===== src/hw/rtl/assert_macros.svh =====
// Assertion helpers for the RTL. Each macro assumes a clock named clk and
// an active-high reset named rst in the scope where it is used.
`ifndef ASSERT_MACROS_SVH
`define ASSERT_MACROS_SVH

// Same-cycle implication.
`define ASSERT_IMP(lbl, ante, cons, msg) \
  lbl: assert property (@(posedge clk) disable iff (rst) (ante) |-> (cons)) \
    else $error(msg);

// Next-cycle implication.
`define ASSERT_NEXT(lbl, ante, cons, msg) \
  lbl: assert property (@(posedge clk) disable iff (rst) (ante) |=> (cons)) \
    else $error(msg);

`endif


===== src/hw/rtl/spr_seq_pkg.sv =====
`timescale 1ns / 1ps
`default_nettype none

package spr_seq_pkg;

  // Depth of the frame table.
  localparam int MAX_FRAMES = 16;

  // Request codes.
  localparam logic [2:0] REQ_TICK    = 3'd0;
  localparam logic [2:0] REQ_START   = 3'd1;
  localparam logic [2:0] REQ_PAUSE   = 3'd2;
  localparam logic [2:0] REQ_UNPAUSE = 3'd3;
  localparam logic [2:0] REQ_STOP    = 3'd4;
  localparam logic [2:0] REQ_LOAD    = 3'd5;

  // Register indexes on the configuration port.
  localparam logic [0:0] REG_FRAME_COUNT = 1'b0;
  localparam logic [0:0] REG_REPEAT_MODE = 1'b1;

  typedef struct packed {
    logic       flip_y;
    logic       flip_x;
    logic [7:0] frame_id;
    logic [15:0] duration;
  } entry_t;

  typedef struct packed {
    logic [4:0] frame_count;
    logic       repeat_mode;
  } cfg_t;

  typedef struct packed {
    logic   we;
    logic [3:0] addr;
    entry_t data;
  } mem_wr_t;

endpackage

`default_nettype wire


===== src/hw/rtl/spr_seq_req_if.sv =====
`timescale 1ns / 1ps
`default_nettype none

interface spr_seq_req_if;
  logic        valid;
  logic        ready;
  logic [2:0]  req_type;
  logic [15:0] time_step;
  logic [3:0]  entry_index;
  logic [15:0] entry_duration;
  logic [7:0]  entry_frame_id;
  logic        entry_flip_x;
  logic        entry_flip_y;

  modport source (
    output valid, req_type, time_step, entry_index, entry_duration,
           entry_frame_id, entry_flip_x, entry_flip_y,
    input  ready
  );

  modport sink (
    input  valid, req_type, time_step, entry_index, entry_duration,
           entry_frame_id, entry_flip_x, entry_flip_y,
    output ready
  );
endinterface

`default_nettype wire


===== src/hw/rtl/spr_seq_rsp_if.sv =====
`timescale 1ns / 1ps
`default_nettype none

interface spr_seq_rsp_if;
  logic       valid;
  logic       ready;
  logic [3:0] frame_position;
  logic [7:0] frame_id;
  logic       flip_x;
  logic       flip_y;
  logic       is_running;
  logic       is_paused;

  modport source (
    output valid, frame_position, frame_id, flip_x, flip_y, is_running, is_paused,
    input  ready
  );

  modport sink (
    input  valid, frame_position, frame_id, flip_x, flip_y, is_running, is_paused,
    output ready
  );
endinterface

`default_nettype wire


===== src/hw/rtl/spr_seq_regs.sv =====
`timescale 1ns / 1ps
`default_nettype none

module spr_seq_regs import spr_seq_pkg::*; (
  input  wire logic        clk,
  input  wire logic        rst,
  input  wire logic        psel,
  input  wire logic        penable,
  input  wire logic        pwrite,
  input  wire logic [2:0]  paddr,
  input  wire logic [31:0] pwdata,
  output logic [31:0]      prdata,
  output logic             pready,
  output cfg_t             cfg
);

  logic [4:0] frame_count;
  logic       repeat_mode;
  logic       wr_en;

  assign pready = 1'b1;
  assign wr_en  = psel && penable && pwrite;

  always_ff @(posedge clk) begin
    if (rst) begin
      frame_count <= 5'd0;
      repeat_mode <= 1'b1;
    end else if (wr_en) begin
      unique case (paddr[2:2])
        REG_FRAME_COUNT: frame_count <= pwdata[4:0];
        REG_REPEAT_MODE: repeat_mode <= pwdata[0];
        default: ;
      endcase
    end
  end

  always_comb begin
    unique case (paddr[2:2])
      REG_FRAME_COUNT: prdata = {27'd0, frame_count};
      REG_REPEAT_MODE: prdata = {31'd0, repeat_mode};
      default:         prdata = 32'd0;
    endcase
  end

  assign cfg.frame_count = frame_count;
  assign cfg.repeat_mode = repeat_mode;

endmodule

`default_nettype wire


===== src/hw/rtl/spr_seq_mem.sv =====
`timescale 1ns / 1ps
`default_nettype none

module spr_seq_mem import spr_seq_pkg::*; (
  input  wire logic       clk,
  input  wire mem_wr_t    wr,
  input  wire logic [3:0] raddr,
  output entry_t          rdata
);

  entry_t mem [MAX_FRAMES];

  always_ff @(posedge clk) begin
    if (wr.we) begin
      mem[wr.addr] <= wr.data;
    end
  end

  always_ff @(posedge clk) begin
    rdata <= mem[raddr];
  end

endmodule

`default_nettype wire


===== src/hw/rtl/spr_seq_ctrl.sv =====
`timescale 1ns / 1ps
`default_nettype none

module spr_seq_ctrl import spr_seq_pkg::*; (
  input  wire logic   clk,
  input  wire logic   rst,
  input  wire cfg_t   cfg,
  spr_seq_req_if.sink   req,
  spr_seq_rsp_if.source rsp,
  output mem_wr_t     mem_wr,
  output logic [3:0]  cur_idx,
  input  wire entry_t rd_entry
);

  localparam logic [1:0] ST_IDLE = 2'd0;
  localparam logic [1:0] ST_WAIT = 2'd1;
  localparam logic [1:0] ST_CMP  = 2'd2;
  localparam logic [1:0] ST_RESP = 2'd3;

  logic [1:0]  state;
  logic        running;
  logic        paused;
  logic        tick_act;
  logic [16:0] elapsed;
  logic        out_valid;

  logic        in_fire;
  logic [4:0]  eff_cnt;
  logic [15:0] dur;
  logic        gt;
  logic [16:0] diff;
  logic [4:0]  idx_inc;
  logic        at_end;
  logic [15:0] load_dur;
  logic        tick_go;
  logic        resp_load;

  assign in_fire   = req.valid && req.ready;
  assign req.ready = (state == ST_IDLE);

  // A frame count beyond the table depth acts as the depth.
  assign eff_cnt = (cfg.frame_count > 5'(MAX_FRAMES)) ? 5'(MAX_FRAMES) : cfg.frame_count;

  // A tick only does work while running, not paused and with more than one frame.
  assign tick_go = (req.req_type == REQ_TICK) && running && !paused && (eff_cnt > 5'd1);

  // Shared compare and subtract against the current frame's duration.
  assign dur     = (rd_entry.duration == 16'd0) ? 16'd1 : rd_entry.duration;
  assign gt      = elapsed > {1'b0, dur};
  assign diff    = elapsed - {1'b0, dur};
  assign idx_inc = {1'b0, cur_idx} + 5'd1;
  assign at_end  = idx_inc >= eff_cnt;

  assign load_dur = (req.entry_duration == 16'd0) ? 16'd1 : req.entry_duration;

  // The result is committed once the output register is free.
  assign resp_load = (state == ST_RESP) && (!out_valid || rsp.ready);

  assign mem_wr.we            = in_fire && (req.req_type == REQ_LOAD);
  assign mem_wr.addr          = req.entry_index;
  assign mem_wr.data.duration = load_dur;
  assign mem_wr.data.frame_id = req.entry_frame_id;
  assign mem_wr.data.flip_x   = req.entry_flip_x;
  assign mem_wr.data.flip_y   = req.entry_flip_y;

  always_ff @(posedge clk) begin
    if (rst) begin
      state     <= ST_IDLE;
      running   <= 1'b0;
      paused    <= 1'b0;
      tick_act  <= 1'b0;
      elapsed   <= 17'd0;
      cur_idx   <= 4'd0;
      out_valid <= 1'b0;
    end else begin
      if (resp_load) begin
        out_valid <= 1'b1;
      end else if (out_valid && rsp.ready) begin
        out_valid <= 1'b0;
      end
      unique case (state)
        ST_IDLE: begin
          if (in_fire) begin
            tick_act <= tick_go;
            state    <= ST_WAIT;
            unique case (req.req_type)
              REQ_TICK: begin
                if (tick_go) begin
                  elapsed <= elapsed + {1'b0, req.time_step};
                end
              end
              REQ_START: begin
                running <= 1'b1;
                paused  <= 1'b0;
              end
              REQ_PAUSE: begin
                if (running) begin
                  paused <= 1'b1;
                end
              end
              REQ_UNPAUSE: paused <= 1'b0;
              REQ_STOP, REQ_LOAD: begin
                running <= 1'b0;
                paused  <= 1'b0;
                elapsed <= 17'd0;
                cur_idx <= 4'd0;
              end
              default: ;
            endcase
          end
        end
        // The entry at the current index is read during this cycle.
        ST_WAIT: state <= tick_act ? ST_CMP : ST_RESP;
        ST_CMP: begin
          if (gt) begin
            state <= ST_WAIT;
            if (at_end && !cfg.repeat_mode) begin
              running  <= 1'b0;
              paused   <= 1'b0;
              elapsed  <= 17'd0;
              tick_act <= 1'b0;
              cur_idx  <= 4'(eff_cnt - 5'd1);
            end else begin
              elapsed <= diff;
              cur_idx <= at_end ? 4'd0 : idx_inc[3:0];
            end
          end else begin
            state <= ST_RESP;
          end
        end
        ST_RESP: begin
          if (resp_load) begin
            state <= ST_IDLE;
          end
        end
        default: state <= ST_IDLE;
      endcase
    end
  end

  // Result payload; loaded as the result is committed.
  always_ff @(posedge clk) begin
    if (resp_load) begin
      rsp.frame_position <= cur_idx;
      rsp.frame_id       <= (eff_cnt == 5'd0) ? 8'd0 : rd_entry.frame_id;
      rsp.flip_x         <= (eff_cnt != 5'd0) && rd_entry.flip_x;
      rsp.flip_y         <= (eff_cnt != 5'd0) && rd_entry.flip_y;
      rsp.is_running     <= running;
      rsp.is_paused      <= paused;
    end
  end

  assign rsp.valid = out_valid;

endmodule

`default_nettype wire


===== src/hw/rtl/sprite_frame_sequencer_core.sv =====
// Sprite frame sequencer: steps an animation through a table of up to 16 frames.
// Requests arrive as words on the req channel (valid/ready); every accepted word
// gives exactly one result word on the rsp channel with the current frame
// position, its id and mirror flags, and the running and paused flags.
// Table entries are written by load requests; frame count and repeat mode are
// set through the APB port (frame_count at 0x0, repeat_mode at 0x4).
// Steps: an accepted word moves the block to a wait state in which the frame
// memory is read at the current position; any request other than a live tick
// (one that finds the block running, unpaused and with more than one frame)
// then goes straight to the result state. A live tick runs the shared compare
// and subtract on the entry read, and for each frame it passes reads the next
// entry and compares again. The block accepts no new word until the previous
// result has been written into the output register.
// If the receiver stalls, the result waits in the output register; the block
// takes one further request meanwhile and holds its result until the register
// is free. Reset clears the run state, the elapsed time and the position, sets
// repeat_mode to 1 and frame_count to 0; table contents are undefined until written.
`timescale 1ns / 1ps
`default_nettype none
`include "assert_macros.svh"

module sprite_frame_sequencer_core import spr_seq_pkg::*; (
  input  wire logic        clk,
  input  wire logic        rst,
  spr_seq_req_if.sink      req,
  spr_seq_rsp_if.source    rsp,
  input  wire logic        psel,
  input  wire logic        penable,
  input  wire logic        pwrite,
  input  wire logic [2:0]  paddr,
  input  wire logic [31:0] pwdata,
  output logic [31:0]      prdata,
  output logic             pready
);

  cfg_t       cfg;
  mem_wr_t    mem_wr;
  logic [3:0] cur_idx;
  entry_t     rd_entry;

  // Configuration registers behind the APB port.
  spr_seq_regs u_regs (
    .clk     (clk),
    .rst     (rst),
    .psel    (psel),
    .penable (penable),
    .pwrite  (pwrite),
    .paddr   (paddr),
    .pwdata  (pwdata),
    .prdata  (prdata),
    .pready  (pready),
    .cfg     (cfg)
  );

  // Frame table, read continuously at the current position.
  spr_seq_mem u_mem (
    .clk   (clk),
    .wr    (mem_wr),
    .raddr (cur_idx),
    .rdata (rd_entry)
  );

  // Sequencer with the shared compare and subtract unit.
  spr_seq_ctrl u_ctrl (
    .clk      (clk),
    .rst      (rst),
    .cfg      (cfg),
    .req      (req),
    .rsp      (rsp),
    .mem_wr   (mem_wr),
    .cur_idx  (cur_idx),
    .rd_entry (rd_entry)
  );

  // The block is not ready in the cycle after it takes a word.
  `ASSERT_NEXT(a_busy_after_accept, req.valid && req.ready, !req.ready, "ready after accept")

  // Pausing is only possible while running.
  `ASSERT_IMP(a_paused_running, rsp.valid, !rsp.is_paused || rsp.is_running, "paused while stopped")

  // A new result is only produced while a request is being worked on.
  `ASSERT_IMP(a_result_when_busy, $rose(rsp.valid), !$past(req.ready), "result from idle")

endmodule

`default_nettype wire


===== src/flat_wrapper.sv =====
// flat-port wrapper written by rule: the top's interface ports become plain ports
module sprite_frame_sequencer_core_flat import spr_seq_pkg::*;
  (clk, rst, psel, penable, pwrite, paddr, pwdata, prdata, pready, req_valid, req_req_type, req_time_step, req_entry_index, req_entry_duration, req_entry_frame_id, req_entry_flip_x, req_entry_flip_y, req_ready, rsp_valid, rsp_frame_position, rsp_frame_id, rsp_flip_x, rsp_flip_y, rsp_is_running, rsp_is_paused, rsp_ready);
  spr_seq_req_if req_i ();
  spr_seq_rsp_if rsp_i ();
  input  wire logic clk;
  input  wire logic rst;
  input  wire logic psel;
  input  wire logic penable;
  input  wire logic pwrite;
  input  wire logic [2:0] paddr;
  input  wire logic [31:0] pwdata;
  output logic [31:0] prdata;
  output logic pready;
  input wire logic [$bits(req_i.valid)-1:0] req_valid;
  input wire logic [$bits(req_i.req_type)-1:0] req_req_type;
  input wire logic [$bits(req_i.time_step)-1:0] req_time_step;
  input wire logic [$bits(req_i.entry_index)-1:0] req_entry_index;
  input wire logic [$bits(req_i.entry_duration)-1:0] req_entry_duration;
  input wire logic [$bits(req_i.entry_frame_id)-1:0] req_entry_frame_id;
  input wire logic [$bits(req_i.entry_flip_x)-1:0] req_entry_flip_x;
  input wire logic [$bits(req_i.entry_flip_y)-1:0] req_entry_flip_y;
  output wire logic [$bits(req_i.ready)-1:0] req_ready;
  output wire logic [$bits(rsp_i.valid)-1:0] rsp_valid;
  output wire logic [$bits(rsp_i.frame_position)-1:0] rsp_frame_position;
  output wire logic [$bits(rsp_i.frame_id)-1:0] rsp_frame_id;
  output wire logic [$bits(rsp_i.flip_x)-1:0] rsp_flip_x;
  output wire logic [$bits(rsp_i.flip_y)-1:0] rsp_flip_y;
  output wire logic [$bits(rsp_i.is_running)-1:0] rsp_is_running;
  output wire logic [$bits(rsp_i.is_paused)-1:0] rsp_is_paused;
  input wire logic [$bits(rsp_i.ready)-1:0] rsp_ready;
  assign req_i.valid = req_valid;
  assign req_i.req_type = req_req_type;
  assign req_i.time_step = req_time_step;
  assign req_i.entry_index = req_entry_index;
  assign req_i.entry_duration = req_entry_duration;
  assign req_i.entry_frame_id = req_entry_frame_id;
  assign req_i.entry_flip_x = req_entry_flip_x;
  assign req_i.entry_flip_y = req_entry_flip_y;
  assign req_ready = req_i.ready;
  assign rsp_valid = rsp_i.valid;
  assign rsp_frame_position = rsp_i.frame_position;
  assign rsp_frame_id = rsp_i.frame_id;
  assign rsp_flip_x = rsp_i.flip_x;
  assign rsp_flip_y = rsp_i.flip_y;
  assign rsp_is_running = rsp_i.is_running;
  assign rsp_is_paused = rsp_i.is_paused;
  assign rsp_i.ready = rsp_ready;
  sprite_frame_sequencer_core u_core (.clk(clk), .rst(rst), .req(req_i), .rsp(rsp_i), .psel(psel), .penable(penable), .pwrite(pwrite), .paddr(paddr), .pwdata(pwdata), .prdata(prdata), .pready(pready));
endmodule

===== config.mk =====
export PLATFORM = sky130hd
export DESIGN_NAME = sprite_frame_sequencer_core_flat
export DESIGN_NICKNAME = d
export VERILOG_FILES = /design/src/hw/rtl/spr_seq_pkg.sv /design/src/hw/rtl/spr_seq_req_if.sv /design/src/hw/rtl/spr_seq_rsp_if.sv /design/src/hw/rtl/spr_seq_regs.sv /design/src/hw/rtl/spr_seq_mem.sv /design/src/hw/rtl/spr_seq_ctrl.sv /design/src/hw/rtl/sprite_frame_sequencer_core.sv /design/src/flat_wrapper.sv
export VERILOG_INCLUDE_DIRS = /design/src /design/src/hw/rtl
export SDC_FILE = /design/constraint.sdc
export NUM_CORES = 1
export LEC_CHECK = 0
export BUFFER_PORTS_ARGS = -buffer_cell sky130_fd_sc_hd__buf_4
export CAP_MARGIN = 0
export CORE_ASPECT_RATIO = 1.4
export CORE_UTILIZATION = 54
export CTS_CLUSTER_SIZE = 8
export DETAILED_ROUTE_END_ITERATION = 6
export PLACE_DENSITY = 0.83
export SLEW_MARGIN = 5
export SYNTH_ARGS = -nofsm -noshare
export SYNTH_HDL_FRONTEND = slang
export SYNTH_SLANG_ARGS = --single-unit

===== constraint.sdc =====
create_clock -name clk -period 3.1 [get_ports clk]
set_input_delay 0.465 -clock clk [delete_from_list [all_inputs] [get_ports clk]]
set_output_delay 0.465 -clock clk [all_outputs]
set_load 0.03 [all_outputs]

==> reports/qor.txt <==
CP Capture Type - flip-flop
die area - 0.0385 sq mm
Tot Pwr - 15.3 mW
Overflow after GRT - 0
power per cell area - 635 mW/mm^2
grt peak-use layer - met2
# IOs - 142
fin util - 65.2%
worst skew pair latency - 0.59 ns
number of remaining DRC errors - 18
largest net degree at the start of global routing - 107
hold wc startpoint - pwdata[0]
adder-cell share of the synthesized area - 2.72%
gpl congestion - 0.920
prevailing post-synth register cell - edfxtp_1
failing checks - design-rule violations, negative setup slack
drt total wl - 48600 um
DRT antenna net count - 0
nets - 1436
met1 usage - 30.5%
top fanout value on the critical path - 2
CTS tree - built
Hold Vio Cnt, Final - 0
clk root buf - clkbuf_16
Placeable Area - 0.0369 sq mm
post-synthesis xor/xnor area fraction - 1.25%
Detailed Place HPWL - 26100 um
Max Fclk - 321 MHz
synth cell count leaders - edfxtp_1 (432), mux4_2 (130), nor2_1 (71), dfxtp_1 (59), clkbuf_1 (46)
Starting Density - 55.2%
Row Count - 83
Pre-Repair DR Iteration Count - 7
Total GRT Usage - 26.1%
Hold WS - 0.0945 ns
simple-gate area share of the yosys netlist - 4.50%
total CTS buffers - 71
leading area contributor after synthesis - edfxtp_1
Post-Synthesis Cells - 1137
synthesized area - 0.0204 sq mm
Max VDD drop - 0.360 mV
Port Buffers - 84
dpl ws - -0.335 ns
largest family of logic cells by synthesized area - multiplexers
Max Root-Sink Buffers - 3
vias in the first global route - 12000
max-cap violations - 0
grt met3 use - 4.72%
clk_skew - 0.0246 ns
final setup violation count - 1
drt via density - 6.30
HP Class - primary input to flip-flop
share of the synthesized area in the top cell type - 63.7%
post-synthesis cell type count - 61
max-slew violations - 0
Worst EP required - 3.61 ns
syn avg cell area - 17.9 sq um
Tcrit/Tclk final - 101%
mux share of post-synthesis cell area - 15.1%
most frequent cell after synthesis - edfxtp_1
Crit Path Class - flip-flop to flip-flop
Slew headroom - 52.8%
Tmin final - 3.12 ns
EDFF count, synth - 432
Leak - 8.25 nW
synth top area cells - edfxtp_1 (64%), mux4_2 (14%), dfxtp_1 (5.8%), ha_1 (2.5%), nor2_1 (1.3%)
met2 GRT Util - 46.4%
clock-pin slew on the worst setup and hold paths - 0.05 ns
r2r startpoint - u_core.u_mem.rdata[11]
first-pass GRT wire length - 72800 um
Tightest Pin Transition - 0.706 ns
area grow syn2layout - 18.1%
fraction of the mapped netlist area in compound gates - 4.06%
Setup WS post-layout - -0.0185 ns
CTS H-tree depth - 3
initial antenna violation count - 1
Yosys warnings - 0
Fillers - 2342
die height - 232 um
status - finished with violations
ys async rst share - 0%
crit path DAT - 3.63 ns
worst setup path start - u_core.u_mem.rdata[11]
Die Wd - 166 um
register area share after synthesis - 69.5%
Startpoint Class - flip-flop
DR WL/cell - 26.8 um
fraction of layout cells with a size suffix above 1 - 30.5%
CTS Sinks - 491
vias - 11400
RSZ-0062 raised after global routing - yes
DR iter-0 viols - 1326
synthesized flop and latch total - 491
## sequential cells by signal, summed over array words and instances (netlist names)
register                          cells
u_core.u_ctrl.cur_idx                 4
u_core.u_ctrl.elapsed                17
u_core.u_ctrl.paused                  1
u_core.u_ctrl.rsp.flip_x              1
u_core.u_ctrl.rsp.flip_y              1
u_core.u_ctrl.rsp.frame_id            8
u_core.u_ctrl.rsp.frame_position      4
u_core.u_ctrl.rsp.is_paused           1
u_core.u_ctrl.rsp.is_running          1
u_core.u_ctrl.rsp.valid               1
u_core.u_ctrl.running                 1
u_core.u_ctrl.state                   2
u_core.u_ctrl.tick_act                1
u_core.u_mem.mem                    416
u_core.u_mem.rdata                   26
u_core.u_regs.frame_count             5
u_core.u_regs.repeat_mode             1
## routing by layer
layer	part of all wire (%)	routed length, um	vias up
met4	3.7	1810	0
met3	7.2	3480	119
met5	0	0	-
met2	53	25900	625
li1	-	-	4827
met1	36	17400	5854
## stage by stage
step / TNS [ns] / cell area (sq um) / std cells
final: -0.0185 / 24100 / 1814
after floorplan: -3.97 / 20500 / 1163
after detailed placement: -0.645 / 21800 / 1689
after CTS: -0.0472 / 24000 / 1811
after global routing: -0.455 / 24100 / 1814
after global placement: -0.629 / 21800 / 1689
## placed cells by master (no fill, tap or decap), types with 5 or more instances in the layout
master	synthesis	layout
mux2i_1	13	13
buf_4	29	149
ha_1	41	40
o22ai_1	7	7
conb_1	2	28
clkbuf_16	0	72
nor2_2	0	12
o21ai_0	13	12
nor2_1	71	59
edfxtp_1	432	432
dfxtp_1	59	53
nand2b_1	10	10
a211oi_1	10	9
nand3_1	8	8
nand4_1	5	5
nor2b_1	17	16
nand2_1	25	25
nor3_1	26	22
clkbuf_1	46	38
buf_12	0	5
xor2_1	14	14
mux4_2	130	130
a21o_1	13	13
inv_1	33	32
a21oi_1	27	26
xnor2_1	15	15
## kinds of logic (layout without fill, tap and decap cells)
kind of cell / count (synthesis) / after routing
fa+ha+maj: 43 / 43
other cells: 2 / 29
xor+xnor: 29 / 29
simple gates: 189 / 189
compound gates: 118 / 118
flops: 491 / 491
buf+inv: 121 / 304
mux: 144 / 144
## area by class of cell
class                      count  area, sq um  share of cell area [%]
antenna                        1         2.50                  0.0104
clock buffer                 110         1940                    8.08
timing repair buffer         154         1220                    5.07
tap                          467          584                    2.43
multi-input combinational    551         5920                    24.6
sequential                   491        14200                    58.9
inverter                      33          124                   0.515
clock inverter                 7         93.8                   0.390
## where the power goes
group          internal, mW  switching, mW
combinational         0.381          0.567
clock                  4.30           2.74
sequential             7.25         0.0460
## repair_timing
item	CTS	global route
endpoints found under the hold margin	0	0
resized for setup	13	9
buffers inserted	7	2
cloned	0	0
endpoints found under the setup margin	2	9
hold buffers	0	0
pin swaps	18	3
## worst paths after layout
| path | slack, ns | end | depth (start not counted) |
|---|---|---|---|
| worst max-delay path | -0.02 | u_core.u_ctrl.elapsed[16] | 13 |
| worst min-delay path | 0.09 | u_core.u_regs.repeat_mode | 2 |
| worst max register to register | -0.02 | u_core.u_ctrl.elapsed[16] | 13 |
| worst min register to register | 0.48 | u_core.u_ctrl.rsp.is_paused | 0 |
## worst max-delay path, stage by stage (launching register included)
cell and delay [ns]:
dfxtp_2 0.33, nor4_4 0.31, a41o_1 0.24, ha_2 0.19
inv_2 0.04, fa_2 0.36, a21oi_4 0.15, o211ai_1 0.13
o41ai_2 0.31, o21ai_1 0.15, a211oi_2 0.24, a22oi_1 0.11
or3_1 0.33, a21oi_1 0.14
(Power assumes the default switching activity.)
